--- config.mk ---
export PLATFORM = sky130hd
export DESIGN_NAME = tcw_rsp_queue
export DESIGN_NICKNAME = d
export VERILOG_FILES = /design/src/hw/rtl/tcw_pkg.sv /design/src/hw/rtl/tcw_rsp_queue.sv
export SDC_FILE = /design/constraint.sdc
export NUM_CORES = 1
export LEC_CHECK = 0
export BUFFER_PORTS_ARGS = -buffer_cell sky130_fd_sc_hd__buf_2
export CORE_ASPECT_RATIO = 0.6
export CORE_MARGIN = 3
export CORE_UTILIZATION = 46
export CTS_BUF_LIST = sky130_fd_sc_hd__clkbuf_16
export DETAILED_ROUTE_END_ITERATION = 8
export GPL_ROUTABILITY_DRIVEN = 0
export GPL_TIMING_DRIVEN = 0
export PLACE_DENSITY = 0.75
export SLEW_MARGIN = 20
export SYNTH_ARGS = -nofsm -noshare
export SYNTH_HDL_FRONTEND = slang
export SYNTH_SLANG_ARGS = --single-unit
--- constraint.sdc ---
create_clock -name clock -period 2 [get_ports clock]
set_input_delay 0.1 -clock clock [delete_from_list [all_inputs] [get_ports clock]]
set_output_delay 0.1 -clock clock [all_outputs]
set_load 0.02 [all_outputs]
--- src/hw/rtl/tcw_pkg.sv ---
// ----------------------------------------------------------------------------
// tcw_pkg
// Shared sizes, codes and types of the text console writer.
// ----------------------------------------------------------------------------
package tcw_pkg;

   // screen geometry
   localparam int COLUMNS   = 80;
   localparam int ROWS      = 25;
   localparam int CELLS     = ROWS * COLUMNS;
   localparam int ADDR_W    = $clog2(CELLS);
   localparam int CNT_W     = $clog2(CELLS + 1);

   // field widths
   localparam int REQ_W     = 2;
   localparam int CHAR_W    = 8;
   localparam int ATTR_W    = 8;
   localparam int ROW_W     = 5;
   localparam int COL_W     = 7;
   localparam int COLOR_W   = 4;
   localparam int CSR_IDX_W = 1;
   localparam int CELL_W    = CHAR_W + ATTR_W;

   // queue depths, powers of two
   localparam int CMDQ_DEPTH = 2;
   localparam int CMDQ_PTR_W = $clog2(CMDQ_DEPTH);
   localparam int CMDQ_CNT_W = $clog2(CMDQ_DEPTH + 1);
   localparam int RSPQ_DEPTH = 2;
   localparam int RSPQ_PTR_W = $clog2(RSPQ_DEPTH);
   localparam int RSPQ_CNT_W = $clog2(RSPQ_DEPTH + 1);

   // color register indexes
   localparam logic [CSR_IDX_W-1:0] CSR_FOREGROUND = CSR_IDX_W'(0);
   localparam logic [CSR_IDX_W-1:0] CSR_BACKGROUND = CSR_IDX_W'(1);

   // character codes
   localparam logic [CHAR_W-1:0] CH_NUL     = 8'd0;
   localparam logic [CHAR_W-1:0] CH_NEWLINE = 8'd10;
   localparam logic [CHAR_W-1:0] CH_ESCAPE  = 8'd27;
   localparam logic [CHAR_W-1:0] CH_SPACE   = 8'd32;

   localparam logic [ATTR_W-1:0]  ATTR_RESET = 8'h0F;
   localparam logic [COLOR_W-1:0] FG_RESET   = 4'd15;
   localparam logic [COLOR_W-1:0] BG_RESET   = 4'd0;

   typedef enum logic [REQ_W-1:0] {
      REQ_WRITE  = 2'd0,
      REQ_CLEAR  = 2'd1,
      REQ_READ   = 2'd2,
      REQ_UNUSED = 2'd3
   } req_kind_type;

   typedef enum logic [2:0] {
      OP_NOP,
      OP_PUT,
      OP_NEWLINE,
      OP_CLEAR,
      OP_READ
   } cmd_op_type;

   typedef enum logic [1:0] {
      ST_IDLE,
      ST_READ,
      ST_SWEEP
   } eng_state_type;

   typedef enum logic [1:0] {
      SW_INIT,
      SW_CLEAR,
      SW_SCROLL
   } sweep_type;

   typedef struct packed {
      cmd_op_type          op;
      logic [CHAR_W-1:0]   ch;
      logic [ADDR_W-1:0]   addr;
   } cmd_type;

   typedef struct packed {
      logic [CHAR_W-1:0]   cell_char;
      logic [ATTR_W-1:0]   cell_attr;
      logic [ROW_W-1:0]    cursor_row;
      logic [COL_W-1:0]    cursor_col;
      logic                scrolled;
   } rsp_type;

endpackage

--- src/hw/rtl/tcw_rsp_queue.sv ---
// ----------------------------------------------------------------------------
// tcw_rsp_queue
// Small result queue between the engine and the result ports.
// ----------------------------------------------------------------------------
module tcw_rsp_queue (
   input  logic                 clock,
   input  logic                 reset,
   input  logic                 rsp_push,
   input  tcw_pkg::rsp_type     rsp_in_data,
   output logic                 rsp_full,
   output logic                 empty,
   input  logic                 pop,
   output tcw_pkg::rsp_type     rsp_out_data
);
   import tcw_pkg::*;

   rsp_type                 q_ff [RSPQ_DEPTH];
   logic [RSPQ_PTR_W-1:0]   wp_ff, wp_in;
   logic [RSPQ_PTR_W-1:0]   rp_ff, rp_in;
   logic [RSPQ_CNT_W-1:0]   cnt_ff, cnt_in;
   logic                    rd_en;

   assign rsp_full     = (cnt_ff == RSPQ_CNT_W'(RSPQ_DEPTH));
   assign empty        = (cnt_ff == '0);
   assign rd_en        = pop && !empty;
   assign rsp_out_data = q_ff[rp_ff];

   always_comb begin
      wp_in  = rsp_push ? wp_ff + RSPQ_PTR_W'(1) : wp_ff;
      rp_in  = rd_en    ? rp_ff + RSPQ_PTR_W'(1) : rp_ff;
      cnt_in = cnt_ff;
      unique case ({rsp_push, rd_en})
         2'b10:   cnt_in = cnt_ff + RSPQ_CNT_W'(1);
         2'b01:   cnt_in = cnt_ff - RSPQ_CNT_W'(1);
         default: cnt_in = cnt_ff;
      endcase
   end

   always_ff @(posedge clock) begin
      if (reset) begin
         wp_ff  <= '0;
         rp_ff  <= '0;
         cnt_ff <= '0;
      end else begin
         wp_ff  <= wp_in;
         rp_ff  <= rp_in;
         cnt_ff <= cnt_in;
      end
   end

   always_ff @(posedge clock) begin
      if (rsp_push) begin
         q_ff[wp_ff] <= rsp_in_data;
      end
   end

endmodule

==> metrics.txt, run 1 <==
synthesized flop and latch total=63; wire length of the first global-routing pass=6830 um; number of post-CTS setup repair buffers=0; cell taking the most area after synthesis=edfxtp_1; source-to-sink clock delay at the later pin of the worst-skew pair=320 ps; hold bufs inserted after CTS=30; fraction of post-synthesis cell area in the top cell type by area=75.9%; core area=0.00468 mm2; number of placed instances with taps included=240; area share of xor/xnor cells in the synthesized design=1.53%; synthesized-area fraction occupied by and/or/nand/nor cells=1.91%; count of buffers inserted at the top-level ports=63; transition time at the pin with the least slew margin=699 ps; final max-slew violation count=0; Layout Nets=252; unique cell type count in the Yosys netlist=15; count of endpoints failing hold in the final timing report=0; cells taking the most area after synthesis=edfxtp_1 76%, mux2_2 14%, dfxtp_1 4.4%; DP Wirelength=2690 um; all-layer global routing usage=16.1%; Worst Slack Setup Final=166 ps; startpoint type of the worst setup path=flop; largest fanout on the critical path=10; total clock buffers created by CTS=9; most frequent cells in the layout=66 x buf_2, 58 x edfxtp_1, 30 x dlygate4sd3_1, 29 x mux2_2, 9 x clkbuf_16; grt ovf=0; register area share after synthesis=80.2%; count of clock tree sinks=63; crit path capture=rsp_out_data[7]; Design Area, Final=0.00329 mm2; number of vias per cell=4.76; unrepaired setup endpoints after global routing=no; post-synthesis cell count=113; residual antenna-violating net count after detailed routing=0; register-to-register setup slack=530 ps; Max clock buf depth=2; most frequent cell on the critical path=buf_2; worst-case setup slack after placement=493 ps; CP Buf/Inv Count=3; cell leakage power=1.28 nW; DR DRC count=0; Worst VDD drop=0.678 mV; fmax=545 MHz; largest net degree at the start of global routing=30; Hold/Removal Path Class=input pin to flop; combinational family with the most area after synthesis=multiplexers; worst hold stages=3; total via count in the routed design=1356; reg-to-reg startpoint=cnt_ff[0]; drt first pass iters=4; endpoint kind of the worst setup timing path=output port; initial antenna violation count=0; headroom to the max-slew limit=53.4%; Crit path depth=4; Die Wd=97.2 um; endpoint required time on the critical path=1900 ps; routed length per placed instance=15.4 um; Synth Area in Compound Gates=0.763%; Die Y=60.7 um; post-synthesis average cell area=20.3 um2; Slowest-stage cell, CP=mux2_2; post-route fraction of the period consumed by the critical path=91.7%; cell area after synthesis=0.00230 mm2; Root Driver=clkbuf_16; filler cell count in the final layout=323; Crit Path Class=flop to output port; number of top-level pins=64; area of the die=0.00590 mm2; number of warnings reported in the yosys synthesis log=0; TritonCTS clock tree=done; number of standard cells in the layout, taps in and fillers out=285; slowest cell delay on critical path=380 ps; CTS clk-pin slew, worst paths=50 ps; cell area after placement=0.00271 mm2; depth of the most critical reg-to-reg path=4; ordered cell list for the critical path=buf_2, buf_2, mux2_2, buf_2; shortest period the worst path allows=1830 ps; Initial Util=49.0%; total wire length=4380 um; post-synthesis net count=147; Row Count=19; critical register-to-register path endpoint=cnt_ff[1]; # resized after CTS=0; max-capacitance violation count=0; worst endpoint data arrival time=1730 ps; worst-case clock skew=4.79 ps; vias in the first global route=1420; Finish-stage setup viols=0; initial DRC count=65; status=complete, no violations; hold_ws=96.1 ps; H-tree lvl count=3; antenna fix cells=0; most common cell after layout, fill and taps aside=buf_2; adder-cell area share of the yosys netlist=0.545%; Layout Area Growth over Synthesis=43.4%; end-of-flow core utilization=70.3%; multiplexer share of the synthesized area=14.2%; ratio of total power to cell area=1200 mW/mm2; fraction of final layout cells sized beyond drive strength 1=50.5%; cell family with most CP delay=buffers and inverters
## where the power goes
| group | internal [mW] | leakage [nW] | total, mW | switching (mW) |
|---|---|---|---|---|
| sequential | 1.56 | 0.586 | 1.61 | 0.0491 |
| combinational | 0.418 | 0.553 | 0.935 | 0.517 |
| clock | 0.937 | 0.140 | 1.42 | 0.478 |
## per-stage QoR
step                      total power [mW]  TNS [ps]
after floorplan                       2.24         0
after global placement                2.48    -13810
after detailed placement              2.52         0
after CTS                             4.00         0
after global routing                  4.14         0
final                                 3.96         0
## synth_stat cells, drive strengths merged
cell type / n
a21oi: 1
and2: 1
and2b: 1
buf: 3
dfxtp: 5
edfxtp: 58
ha: 1
inv: 1
mux2: 29
nor2: 6
o21a: 1
o21ai: 1
or3: 1
xnor2: 3
xor2: 1
## registers in the layout, indices dropped and copies added, names as in the netlist, named ones only
register,count
q_ff,58
wp_ff,1
cnt_ff,2
rp_ff,1
## worst min-delay path by stage
stage	startpoint	end	slack [ps]
final	rsp_push	wp_ff	100
after global routing	rsp_push	wp_ff	130
after CTS	rsp_push	wp_ff	80
after detailed placement	rsp_in_data[23]	q_ff[0][23]	290
after global placement	rsp_in_data[13]	q_ff[1][13]	290
after floorplan	reset	cnt_ff[1]	170
## cell type report
class	count	area (um2)	share of cell area [%]
sequential	63	1840	55.9
multi-input combinational	46	444	13.5
inverter	1	3.75	0.114
timing repair buffer	94	631	19.2
clock inverter	6	52.6	1.60
clock buffer	9	225	6.84
buffer	3	15.0	0.456
tap	63	78.8	2.39
## cells by family after synthesis
logic type / after synthesis
XOR/XNOR: 4
buffers and inverters: 4
flip-flops: 63
AND/OR/NAND/NOR: 9
multiplexers: 29
AO/OA/AOI/OAI: 3
adder cells (fa/ha/maj): 1
## worst register-to-register path: cells and delay by family (launching register included)
family	cells	cell delay [ps]
DFF	1	360
and+or+nand+nor	1	360
AOI/OAI and AO/OA	2	360
adders and majority gates	1	320
## routing by layer
metal  part of all wire [%]  GRT usage (%)  wire, um
met2                     51           28.8      2210
met4                   0.64           7.80        28
met1                     41           16.8      1810
met5                      0              0         0
met3                    7.4           7.12       323
Note: power is estimated with default switching activity, not from simulation.
==> run 2: changes to the inputs <==
CORE_UTILIZATION = 38   (was 46)
GPL_TIMING_DRIVEN = unset   (was 0)
PLACE_DENSITY = unset   (was 0.75)
TNS_END_PERCENT = 5   (was unset)
==> run 2 against run 1 <==
Net effect: count of clock-buffer cells in the layout unchanged; combinational power shrank 3.4%; clock power increased by 9%; global-route usage fell by 2.7 points; first-iteration DRC count down 18%; final cell count rose by 6.3%; utilization decreased by 12 points; non-clock buffer count unchanged; critical path depth shrank 1; flip-flop and latch count did not move; sequential power about the same; hold slack got worse by 29 ps; critical path type unchanged; largest power group unchanged.
==> metrics.txt, run 2 (synthesized netlist as in run 1, its figures left out) <==
status=complete, no violations; initial antenna violation count=0; DP Wirelength=2700 um; unrepaired setup endpoints after global routing=no; fmax=571 MHz; net load switching power=1.03 mW; cell family with most CP delay=flip-flops; CTS clk-pin slew, worst paths=50 ps; TritonCTS clock tree=done; headroom to the max-slew limit=73.1%; Hold Crit Start=rsp_push; max FFs per register=58; largest reg by FF count=q_ff; vias in the first global route=1464; post-layout total power=4.07 mW; drt first pass iters=5; switching part of the total=25.2%; count of endpoints failing hold in the final timing report=0; Clk pwr share=38.0%; power share of the sequential group=39.8%; CP Buf/Inv Count=2; largest net degree at the start of global routing=30; depth of the most critical reg-to-reg path=4; Layout Area Growth over Synthesis=45.2%; H-tree lvl count=3; worst-case clock skew=5.30 ps; all-layer global routing usage=13.4%; core area=0.00570 mm2; combined area of the multi-input logic cells=438 um2; Layout Nets=252; ordered cell list for the critical path=buf_4, mux2_2, buf_2; share of total power in combinational logic=22.2%; Finish-stage setup viols=0; filler cell count in the final layout=445; most frequent cells in the layout=63 x buf_2, 58 x edfxtp_1, 30 x dlygate4sd3_1, 29 x mux2_2, 9 x clkbuf_16; most common cell after layout, fill and taps aside=buf_2; # resized after CTS=0; total wire length=4250 um; number of top-level pins=64; number of placed instances with taps included=257; number of vias per cell=4.43; ratio of total power to cell area=1220 mW/mm2; final max-slew violation count=0; shortest period the worst path allows=1750 ps; antenna fix cells=0; startpoint type of the worst setup path=flop; endpoint of the worst hold path=wp_ff; count of buffers inserted at the top-level ports=63; critical register-to-register path endpoint=cnt_ff[1]; max-capacitance violation count=0; Die Wd=106 um; Row Count=21; cell leakage power=1.29 nW; DR DRC count=0; routed length per placed instance=14.0 um; Max clock buf depth=2; total clock buffers created by CTS=9; Int Power=3.05 mW; Hold/Removal Path Class=input pin to flop; Crit Path Class=flop to output port; total via count in the routed design=1342; worst endpoint data arrival time=1650 ps; residual antenna-violating net count after detailed routing=0; post-route fraction of the period consumed by the critical path=87.5%; area of the die=0.00704 mm2; Root Driver=clkbuf_16; wire length of the first global-routing pass=6840 um; Worst VDD drop=0.623 mV; total area of sequential cells=0.00184 mm2; slowest cell delay on critical path=520 ps; endpoint required time on the critical path=1900 ps; fraction of final layout cells sized beyond drive strength 1=49.3%; Die Y=66.2 um; endpoint kind of the worst setup timing path=output port; Initial Util=40.3%; hold bufs inserted after CTS=30; initial DRC count=53; largest registers in the final layout=q_ff (58), cnt_ff (2); worst hold stages=3; reg-to-reg startpoint=cnt_ff[0]; register-to-register setup slack=570 ps; transition time at the pin with the least slew margin=404 ps; aggregate negative setup slack=0 ps; source-to-sink clock delay at the later pin of the worst-skew pair=320 ps; grt ovf=0; largest fanout on the critical path=13; number of standard cells in the layout, taps in and fillers out=303; Slowest-stage cell, CP=dfxtp_1; number of post-CTS setup repair buffers=0; count of clock tree sinks=63
==> run 2: changes by cell type in the layout (fill, tap and decap cells not counted) <==
cell,change
nor2_2,+1
buf_8,-1
nor2_4,-1
and2_2,-1
buf_2,-3
and2_1,+1
inv_1,+2
bufinv_16,+1
buf_4,+4
clkinv_2,-2
==> run 2: power groups by stage <==
stage / Sequential [mW] / Clock [mW] / Combinational, mW
finish: 1.62 / 1.55 / 0.903
global route: 1.64 / 1.66 / 0.982
CTS: 1.62 / 1.60 / 0.917
detailed placement: 1.65 / 0 / 0.866
global placement: 1.64 / 0 / 0.855
floorplan: 1.62 / 0 / 0.624
==> run 2: metal layers <==
metal	vias up	GRT usage [%]	wire, um
met5	-	0	0
met4	0	5.82	40
met3	6	6.73	369
met2	61	20.8	1960
met1	629	15.8	1880
li1	646	-	-
==> run 2: worst max path at each step <==
stage,start,end,cells after the start
floorplan,wp_ff,q_ff[0][0],1
global placement,flop,rsp_out_data[8],3
detailed placement,flop,rsp_out_data[8],3
CTS,flop,rsp_out_data[8],3
global route,flop,rsp_out_data[26],3
finish,flop,rsp_out_data[8],3
==> run 2: worst min-delay path: stages <==
cell and delay, ps:
buf_2 100, xnor2_1 60, nor2_1 80
==> run 2: area by class of cell <==
class / count / share of cell area [%]
Clock buffer: 9 / 6.75
Clock inverter: 7 / 2.40
Inverter: 1 / 0.113
Multi-Input combinational cell: 46 / 13.1
Sequential cell: 63 / 55.2
Tap cell: 80 / 3.00
Timing Repair Buffer: 97 / 19.4
==> run 2: per-stage QoR <==
| stage | util [%] | setup slack, ps | cell area (um2) | hold slack [ps] |
|---|---|---|---|---|
| after detailed placement | 47.9 | 569 | 2730 | 291 |
| after floorplan | - | 23.8 | 2300 | 169 |
| final | 58.5 | 249 | 3330 | 67.2 |
| after global placement | 47.9 | 593 | 2730 | 287 |
| after CTS | 58.5 | 216 | 3330 | 60.3 |
| after global routing | 58.5 | 125 | 3330 | 75.5 |
