### src/hw/rtl/tcw_pkg.sv
// ----------------------------------------------------------------------------
// tcw_pkg
// Shared sizes, codes and types of the text console writer.
// ----------------------------------------------------------------------------
package tcw_pkg;

   // screen geometry
   localparam int COLUMNS   = 80;
   localparam int ROWS      = 25;
   localparam int CELLS     = ROWS * COLUMNS;
   localparam int ADDR_W    = $clog2(CELLS);
   localparam int CNT_W     = $clog2(CELLS + 1);

   // field widths
   localparam int REQ_W     = 2;
   localparam int CHAR_W    = 8;
   localparam int ATTR_W    = 8;
   localparam int ROW_W     = 5;
   localparam int COL_W     = 7;
   localparam int COLOR_W   = 4;
   localparam int CSR_IDX_W = 1;
   localparam int CELL_W    = CHAR_W + ATTR_W;

   // queue depths, powers of two
   localparam int CMDQ_DEPTH = 2;
   localparam int CMDQ_PTR_W = $clog2(CMDQ_DEPTH);
   localparam int CMDQ_CNT_W = $clog2(CMDQ_DEPTH + 1);
   localparam int RSPQ_DEPTH = 2;
   localparam int RSPQ_PTR_W = $clog2(RSPQ_DEPTH);
   localparam int RSPQ_CNT_W = $clog2(RSPQ_DEPTH + 1);

   // color register indexes
   localparam logic [CSR_IDX_W-1:0] CSR_FOREGROUND = CSR_IDX_W'(0);
   localparam logic [CSR_IDX_W-1:0] CSR_BACKGROUND = CSR_IDX_W'(1);

   // character codes
   localparam logic [CHAR_W-1:0] CH_NUL     = 8'd0;
   localparam logic [CHAR_W-1:0] CH_NEWLINE = 8'd10;
   localparam logic [CHAR_W-1:0] CH_ESCAPE  = 8'd27;
   localparam logic [CHAR_W-1:0] CH_SPACE   = 8'd32;

   localparam logic [ATTR_W-1:0]  ATTR_RESET = 8'h0F;
   localparam logic [COLOR_W-1:0] FG_RESET   = 4'd15;
   localparam logic [COLOR_W-1:0] BG_RESET   = 4'd0;

   typedef enum logic [REQ_W-1:0] {
      REQ_WRITE  = 2'd0,
      REQ_CLEAR  = 2'd1,
      REQ_READ   = 2'd2,
      REQ_UNUSED = 2'd3
   } req_kind_type;

   typedef enum logic [2:0] {
      OP_NOP,
      OP_PUT,
      OP_NEWLINE,
      OP_CLEAR,
      OP_READ
   } cmd_op_type;

   typedef enum logic [1:0] {
      ST_IDLE,
      ST_READ,
      ST_SWEEP
   } eng_state_type;

   typedef enum logic [1:0] {
      SW_INIT,
      SW_CLEAR,
      SW_SCROLL
   } sweep_type;

   typedef struct packed {
      cmd_op_type          op;
      logic [CHAR_W-1:0]   ch;
      logic [ADDR_W-1:0]   addr;
   } cmd_type;

   typedef struct packed {
      logic [CHAR_W-1:0]   cell_char;
      logic [ATTR_W-1:0]   cell_attr;
      logic [ROW_W-1:0]    cursor_row;
      logic [COL_W-1:0]    cursor_col;
      logic                scrolled;
   } rsp_type;

endpackage

### src/hw/rtl/tcw_front.sv
// ----------------------------------------------------------------------------
// tcw_front
// Accepts requests, decodes them into engine commands and queues them.
// ----------------------------------------------------------------------------
module tcw_front (
   input  logic                         clock,
   input  logic                         reset,
   input  logic                         push,
   output logic                         full,
   input  logic [tcw_pkg::REQ_W-1:0]    req_type,
   input  logic [tcw_pkg::CHAR_W-1:0]   req_char_code,
   input  logic [tcw_pkg::ROW_W-1:0]    req_read_row,
   input  logic [tcw_pkg::COL_W-1:0]    req_read_col,
   input  logic                         init_busy,
   output logic                         cmd_valid,
   output tcw_pkg::cmd_type             cmd,
   input  logic                         cmd_pop
);
   import tcw_pkg::*;

   cmd_type                 q_ff [CMDQ_DEPTH];
   logic [CMDQ_PTR_W-1:0]   wp_ff, wp_in;
   logic [CMDQ_PTR_W-1:0]   rp_ff, rp_in;
   logic [CMDQ_CNT_W-1:0]   cnt_ff, cnt_in;
   cmd_type                 cmd_new;
   logic [ADDR_W-1:0]       rd_addr;
   logic                    rd_in_range;
   logic                    wr_en;

   assign rd_addr     = ADDR_W'(req_read_row) * ADDR_W'(COLUMNS) + ADDR_W'(req_read_col);
   assign rd_in_range = (int'(req_read_row) < ROWS) && (int'(req_read_col) < COLUMNS);

   always_comb begin
      cmd_new.op   = OP_NOP;
      cmd_new.ch   = req_char_code;
      cmd_new.addr = rd_addr;
      unique case (req_kind_type'(req_type))
         REQ_WRITE: begin
            if (req_char_code == CH_NEWLINE) begin
               cmd_new.op = OP_NEWLINE;
            end else if (req_char_code != CH_ESCAPE && req_char_code != CH_NUL) begin
               cmd_new.op = OP_PUT;
            end
         end
         REQ_CLEAR: cmd_new.op = OP_CLEAR;
         // out of range reads answer zeros, same as an unused request
         REQ_READ:  cmd_new.op = rd_in_range ? OP_READ : OP_NOP;
         default:   cmd_new.op = OP_NOP;
      endcase
   end

   assign full      = (cnt_ff == CMDQ_CNT_W'(CMDQ_DEPTH)) || init_busy;
   assign wr_en     = push && !full;
   assign cmd_valid = (cnt_ff != '0);
   assign cmd       = q_ff[rp_ff];

   always_comb begin
      wp_in  = wr_en   ? wp_ff + CMDQ_PTR_W'(1) : wp_ff;
      rp_in  = cmd_pop ? rp_ff + CMDQ_PTR_W'(1) : rp_ff;
      cnt_in = cnt_ff;
      unique case ({wr_en, cmd_pop})
         2'b10:   cnt_in = cnt_ff + CMDQ_CNT_W'(1);
         2'b01:   cnt_in = cnt_ff - CMDQ_CNT_W'(1);
         default: cnt_in = cnt_ff;
      endcase
   end

   always_ff @(posedge clock) begin
      if (reset) begin
         wp_ff  <= '0;
         rp_ff  <= '0;
         cnt_ff <= '0;
      end else begin
         wp_ff  <= wp_in;
         rp_ff  <= rp_in;
         cnt_ff <= cnt_in;
      end
   end

   always_ff @(posedge clock) begin
      if (wr_en) begin
         q_ff[wp_ff] <= cmd_new;
      end
   end

endmodule

### config.mk
export PLATFORM = sky130hd
export DESIGN_NAME = tcw_front
export DESIGN_NICKNAME = d
export VERILOG_FILES = /design/src/hw/rtl/tcw_pkg.sv /design/src/hw/rtl/tcw_front.sv
export SDC_FILE = /design/constraint.sdc
export NUM_CORES = 1
export LEC_CHECK = 0
export BUFFER_PORTS_ARGS = -buffer_cell sky130_fd_sc_hd__buf_2
export CAP_MARGIN = 0
export CORE_MARGIN = 3
export CORE_UTILIZATION = 53
export DETAILED_ROUTE_END_ITERATION = 10
export HOLD_SLACK_MARGIN = 0.12
export PLACE_DENSITY = 0.79
export SLEW_MARGIN = 15
export SYNTH_ARGS = -nofsm -noshare
export SYNTH_HDL_FRONTEND = slang
export SYNTH_SLANG_ARGS = --single-unit
### constraint.sdc
create_clock -name clock -period 2.3 [get_ports clock]
set_clock_uncertainty 0.1 [all_clocks]
set_input_delay 0.115 -clock clock [delete_from_list [all_inputs] [get_ports clock]]
set_output_delay 0.115 -clock clock [all_outputs]
set_load 0.05 [all_outputs]
==> flow_summary.toml, run 1 <==
[setup_path]
reg2regPathDepth = 5
cpPeakStageDelay_ns = 0.52
r2r_setup_slack_ns = 0.41
timing.critical_path.cells = "dlygate4sd3_1, buf_2, ha_1, inv_1, fa_1, nor2b_1, o2111ai_1, xnor2_1, xnor2_1"
worst-setup-path-type = "input pin to register"
crit_path_top_delay_cell = "sky130_fd_sc_hd__dlygate4sd3_1"
startpoint_type = "input pin"
critPathArrivalTime_ns = 1.97
timing.critical_path.fanout_max = 2
critical_path.reg2reg.startpoint = "cnt_ff[1]"
timing.critical_path.to_type = "register"
worstPathRequired_ns = 2.24
worst_r2r_endpoint = "cnt_ff[1]"
timing.critical_path.mode_cell = "sky130_fd_sc_hd__xnor2_1"

[drt]
drt_pass1_iterations = 4
route.detailed.drc = 0
wirelength_microns = 3860
first_iter_violations = 92
detail_route.wl_per_cell_microns = 14.6
viasPerCell = 5.14
ant_nets = 0
detailroute.via_count = 1357

[synthesis]
yosys_register_bits = 49
ys.warnings.count = 0
sequential_share_of_the_synthesized_area_pct = 65.6
synthesis.area_sq_mm = 0.00217
avgSynthCellArea_sq_um = 15.8
yosys-top-cells-area = "sky130_fd_sc_hd__edfxtp_1, sky130_fd_sc_hd__mux2_2, sky130_fd_sc_hd__ha_1, sky130_fd_sc_hd__dfxtp_1, sky130_fd_sc_hd__xnor2_1"
syn-num-nets = 176
postSynthCellCount = 137
ys_types = 24
area_share_of_the_largest_cell_type_after_synthesis_pct = 61.0
synth_largest_area_cell = "sky130_fd_sc_hd__edfxtp_1"

[layout]
layout.cells.most_common = "sky130_fd_sc_hd__buf_2"
final.fill_count = 248
post_route_cells_drive_above_1_share_pct = 40.7
finalInstanceArea_sq_mm = 0.00281
multi_input_area_sq_um = 713
seq_area_sq_mm = 0.00142
highest_count_cells_in_the_layout_ignoring_fill_and_taps = "sky130_fd_sc_hd__buf_2, sky130_fd_sc_hd__edfxtp_1, sky130_fd_sc_hd__mux2_2"
area.growth.synth_to_final_pct = 29.6
finalNetCount = 254
num_antenna_cells = 0

[clock_network]
holdBufCountCts = 19
cts_post_setup_buffers_inserted = 0
cts-htree-levels = 2
clock-root-buffer = "sky130_fd_sc_hd__clkbuf_8"
worstSkewPairLatency_ns = 0.29
clk_pin_slew_worst_paths_ns = 0.09
cts.repair.resized = 0
cts_tree = "yes"
cts_num_sinks = 49
clock_tree.buffer_depth = 2
cts_inserted_buffers = 5

[job]
max_cap_violations = 0

[global_routing]
grt_pass1_wl_microns = 6580
grt_antenna_before_repair = 0
first_global_vias = 1467
overflow = 0
grt_start_max_net_pins = 23
grt_use_total_pct = 17.4

[worst_hold_path]
timing.hold.worst_endpoint = "q_ff[0][21]"
hold_path.class = "input pin to register"
hold-path-cell-count = 3
min_delay_startpoint = "req_read_col[6]"

[floorplan]
placement_rows = 22
floorplan.core_area_sq_mm = 0.00380
die_area_sq_mm = 0.00489
io-pin-count = 51
die_width_microns = 69.9
initial_core_util_pct = 57.0
die_h_microns = 69.9

[placed_design]
place.port_buffers = 50
gp_congestion = 0.792
hpwlAfterDp_microns = 2730
placed_cell_area_sq_mm = 0.00251

[power]
comb_power_share_pct = 24.5
swShare_pct = 28.9
pwr_cell_area_mw_per_mm2 = 754
cellInternalPower_mw = 1.51
p_seq_share_pct = 50.1
static-leakage-power_nw = 1.11
clockPowerShare_pct = 25.4
netSwitchingPower_uw = 611
vdd_drop_max_uv = 549

[timing]
hold_viol_final = 0
setup_viol = 0
minimum_period_implied_by_the_final_worst_setup_slack_ns = 2.02
least_margin_pin_slew_ns = 0.483
tns_ns = 0
fmax_mhz = 494
unrepaired_setup_endpoints_after_global_routing = "no"
finalCritPeriodShare_pct = 88.0
max-slew-margin-rel_pct = 67.7
drv_slew = 0

[status]
status = "completed"
[metrics by stage]
stage          setup WS [ns]  hold slack, ns  utilization (%)  instances  power, mW
2_1_floorplan          0.277          0.0841                -        137       1.45
3_3_place_gp           0.167           0.204             66.2        237       1.56
3_5_place_dp          0.0462           0.210             66.2        237       1.58
4_1_cts                0.285           0.226             73.9        264       2.14
5_1_grt                0.180           0.252             73.9        264       2.22
6_report               0.276           0.236             73.9        264       2.12
[logic make-up (layout without fill, tap and decap cells)]
group           count (synthesis)  after routing  share of synthesized area [%]
buf+inv                         9             88                           1.68
flops                          49             49                           65.6
xor+xnor                       12             12                           4.85
simple gates                   19             19                           4.85
compound gates                 14             14                           3.93
fa+ha+maj                      12             12                           7.63
mux                            22             22                           11.4
[power groups by stage]
stage,registers (mW),clock network (mW),logic [mW]
finish,1.06,0.538,0.518
global route,1.07,0.591,0.561
CTS,1.06,0.551,0.523
detailed placement,1.08,0,0.496
global placement,1.08,0,0.481
floorplan,1.08,0,0.371
[worst max-delay path, delay by kind of cell]
kind / cells / cell delay [ns]
adders and majority gates: 2 / 0.55
AOI/OAI and AO/OA: 1 / 0.13
xor gates and xnor gates: 2 / 0.32
buffers and inverters: 3 / 0.68
and+or+nand+nor: 1 / 0.17
[area by class of cell]
| type | count | share of cell area (%) |
|---|---|---|
| clock buffers | 7 | 3.48 |
| clock inverters | 1 | 0.178 |
| inverters | 7 | 0.936 |
| multi-input cells | 79 | 25.4 |
| flip-flops and latches | 49 | 50.6 |
| well taps | 48 | 2.14 |
| repair buffers | 73 | 17.2 |
[metal layers]
metal	up-vias	global-route usage, %	wire length, microns
li1	664	-	-
met1	649	18.9	1530
met2	38	31.2	2050
met3	6	4.60	193
met4	0	8.51	89
met5	-	0	0
[flip-flops by register name (all words and copies together) (netlist names), named ones only]
signal and flops:
q_ff 44, cnt_ff 2, rp_ff 1, wp_ff 1
[synth_stat cells]
cell type and count:
sky130_fd_sc_hd__edfxtp_1 44, sky130_fd_sc_hd__mux2_2 22, sky130_fd_sc_hd__ha_1 10, sky130_fd_sc_hd__nor2_1 10
sky130_fd_sc_hd__xnor2_1 8, sky130_fd_sc_hd__inv_1 7, sky130_fd_sc_hd__dfxtp_1 5, sky130_fd_sc_hd__o21ai_0 5
sky130_fd_sc_hd__a21oi_1 4, sky130_fd_sc_hd__xor2_1 4, sky130_fd_sc_hd__a21o_1 2, sky130_fd_sc_hd__buf_2 2
sky130_fd_sc_hd__fa_1 2, sky130_fd_sc_hd__nand2_1 2, sky130_fd_sc_hd__and4b_1 1, sky130_fd_sc_hd__nor2b_1 1
sky130_fd_sc_hd__nor4_2 1, sky130_fd_sc_hd__o2111ai_1 1, sky130_fd_sc_hd__o211ai_1 1, sky130_fd_sc_hd__o311ai_0 1
sky130_fd_sc_hd__or2_2 1, sky130_fd_sc_hd__or3_1 1, sky130_fd_sc_hd__or4_1 1, sky130_fd_sc_hd__or4_4 1
[how the worst max path moves through the flow]
stage	end	startpoint	cells after the start
finish	q_ff[1][10]	req_read_col[4]	9
global placement	q_ff[0][10]	req_read_row[1]	8
CTS	q_ff[1][10]	req_read_col[4]	9
detailed placement	q_ff[0][10]	req_read_row[1]	8
floorplan	q_ff[0][0]	cnt_ff[0]	2
global route	q_ff[1][10]	req_read_col[4]	9
No activity file was read; power rests on OpenSTA's default activity.
==> run 2: changes to the inputs <==
--- a/config.mk
+++ b/config.mk
@@ -7,11 +7,12 @@
 export LEC_CHECK = 0
 export BUFFER_PORTS_ARGS = -buffer_cell sky130_fd_sc_hd__buf_2
 export CAP_MARGIN = 0
+export CORE_ASPECT_RATIO = 1.2
 export CORE_MARGIN = 3
 export CORE_UTILIZATION = 53
 export DETAILED_ROUTE_END_ITERATION = 10
 export HOLD_SLACK_MARGIN = 0.12
-export PLACE_DENSITY = 0.79
+export PLACE_DENSITY = 0.89
 export SLEW_MARGIN = 15
 export SYNTH_ARGS = -nofsm -noshare
 export SYNTH_HDL_FRONTEND = slang
==> flow_summary.toml, run 2 (synthesis results as in run 1) <==
[status]
status = "completed"

[power]
vdd_drop_max_uv = 646
pwr_cell_area_mw_per_mm2 = 777
static-leakage-power_nw = 1.12
total_power_mw = 2.19

[drt]
detailroute.via_count = 1413
wirelength_microns = 4430
first_iter_violations = 39
drt_pass1_iterations = 4
ant_nets = 0
viasPerCell = 5.27
route.detailed.drc = 0
detail_route.wl_per_cell_microns = 16.5

[setup_path]
startpoint_type = "input pin"
worst-setup-path-type = "input pin to register"
critPathArrivalTime_ns = 2.07
timing.critical_path.to_type = "register"
worstPathRequired_ns = 2.25
timing.critical_path.fanout_max = 2

[floorplan]
die_area_sq_mm = 0.00489
placement_rows = 24
die_width_microns = 64.4
floorplan.core_area_sq_mm = 0.00378
initial_core_util_pct = 57.2
io-pin-count = 51
die_h_microns = 76.0

[global_routing]
grt_start_max_net_pins = 17
grt_use_total_pct = 19.1
grt_antenna_before_repair = 0
overflow = 0
first_global_vias = 1557
grt_pass1_wl_microns = 6950

[timing]
hold_viol_final = 0
least_margin_pin_slew_ns = 0.505
finalCritPeriodShare_pct = 92.5
setup_viol = 0
unrepaired_setup_endpoints_after_global_routing = "no"
tns_ns = 0
minimum_period_implied_by_the_final_worst_setup_slack_ns = 2.13
max-slew-margin-rel_pct = 66.2
fmax_mhz = 470
drv_slew = 0

[layout]
regMostFlops = "q_ff"
area.growth.synth_to_final_pct = 30.3
final_util_pct = 74.6
layout.cells.most_common = "sky130_fd_sc_hd__buf_2"
post_route_cells_drive_above_1_share_pct = 41.7
finalNetCount = 254
largest_registers = "q_ff (44), cnt_ff (2)"
num_antenna_cells = 0
largest_register_ff_count = 44
highest_count_cells_in_the_layout_ignoring_fill_and_taps = "sky130_fd_sc_hd__buf_2, sky130_fd_sc_hd__edfxtp_1, sky130_fd_sc_hd__mux2_2"

[clock_network]
cts_tree = "yes"
cts_inserted_buffers = 5
cts-htree-levels = 2
clock_tree.buffer_depth = 2
worstSkewPairLatency_ns = 0.30
clock-root-buffer = "sky130_fd_sc_hd__clkbuf_8"
cts_post_setup_buffers_inserted = 0
clk_pin_slew_worst_paths_ns = 0.08
cts_num_sinks = 49

[placed_design]
place.port_buffers = 50
gp_congestion = 0.809
hpwlAfterDp_microns = 3220

[worst_hold_path]
hold_path.class = "input pin to register"

[job]
max_cap_violations = 0
-- run 2: changes by cell type in the layout (fill, tap and decap cells not counted) --
cell | before | now
sky130_fd_sc_hd__buf_4 | 3 | 4
sky130_fd_sc_hd__clkinv_4 | 0 | 1
sky130_fd_sc_hd__clkinv_2 | 1 | 0
sky130_fd_sc_hd__dlygate4sd3_1 | 19 | 18
sky130_fd_sc_hd__clkbuf_16 | 1 | 0
sky130_fd_sc_hd__bufinv_16 | 0 | 1
sky130_fd_sc_hd__clkbuf_1 | 1 | 0
sky130_fd_sc_hd__clkinvlp_4 | 0 | 1
-- run 2: layout make-up --
class                           count  area, sq um
Sequential cell                    49         1420
Multi-Input combinational cell     79          713
Clock inverter                      3         46.3
Fill cell                         251          962
Inverter                            7         26.3
Tap cell                           52         65.1
Clock buffer                        5         68.8
Timing Repair Buffer               73          480
-- run 2: critical path, stage by stage --
cell	delay, ns
sky130_fd_sc_hd__dlygate4sd3_1	0.52
sky130_fd_sc_hd__buf_2	0.11
sky130_fd_sc_hd__ha_1	0.18
sky130_fd_sc_hd__inv_1	0.07
sky130_fd_sc_hd__fa_1	0.40
sky130_fd_sc_hd__nor2b_1	0.22
sky130_fd_sc_hd__o2111ai_1	0.14
sky130_fd_sc_hd__xnor2_1	0.21
sky130_fd_sc_hd__xnor2_1	0.10
-- run 2: routing by layer --
| metal | up-vias | routed length [microns] | track usage (%) |
|---|---|---|---|
| li1 | 667 | - | - |
| met1 | 670 | 1500 | 17.3 |
| met2 | 64 | 2540 | 37.0 |
| met3 | 12 | 262 | 4.28 |
| met4 | 0 | 125 | 11.2 |
| met5 | - | 0 | 0 |
-- run 2: power breakdown --
group          switching [mW]  internal, mW  total [mW]
logic                   0.348         0.188       0.536
registers              0.0224          1.04        1.07
clock network           0.266         0.325       0.591
total                   0.636          1.56        2.19
-- run 2: timing repair --
item                      4_1_cts  5_1_grt
gates resized for setup         0        0
hold endpoints to repair       37        0
hold buffers                   18        0
-- run 2: worst paths after layout --
path / startpoint / end / slack (ns) / cells after the start
setup / recovery: req_read_col[4] / q_ff[1][10] / 0.17 / 9
hold / removal: req_type[0] / q_ff[1][20] / 0.14 / 3
setup reg to reg: cnt_ff[1] / cnt_ff[1] / 0.33 / 5
hold reg to reg: rp_ff / register / 0.47 / 2
-- run 2: through the flow --
stage | instance area, sq um | hold WS [ns] | setup slack, ns | instances
after floorplan | 2170 | 0.0841 | 0.277 | 137
after global placement | 2530 | 0.205 | 0.153 | 242
after detailed placement | 2530 | 0.210 | 0.0374 | 242
after CTS | 2820 | 0.127 | 0.191 | 268
after global routing | 2820 | 0.146 | 0.0906 | 268
final | 2820 | 0.138 | 0.172 | 268
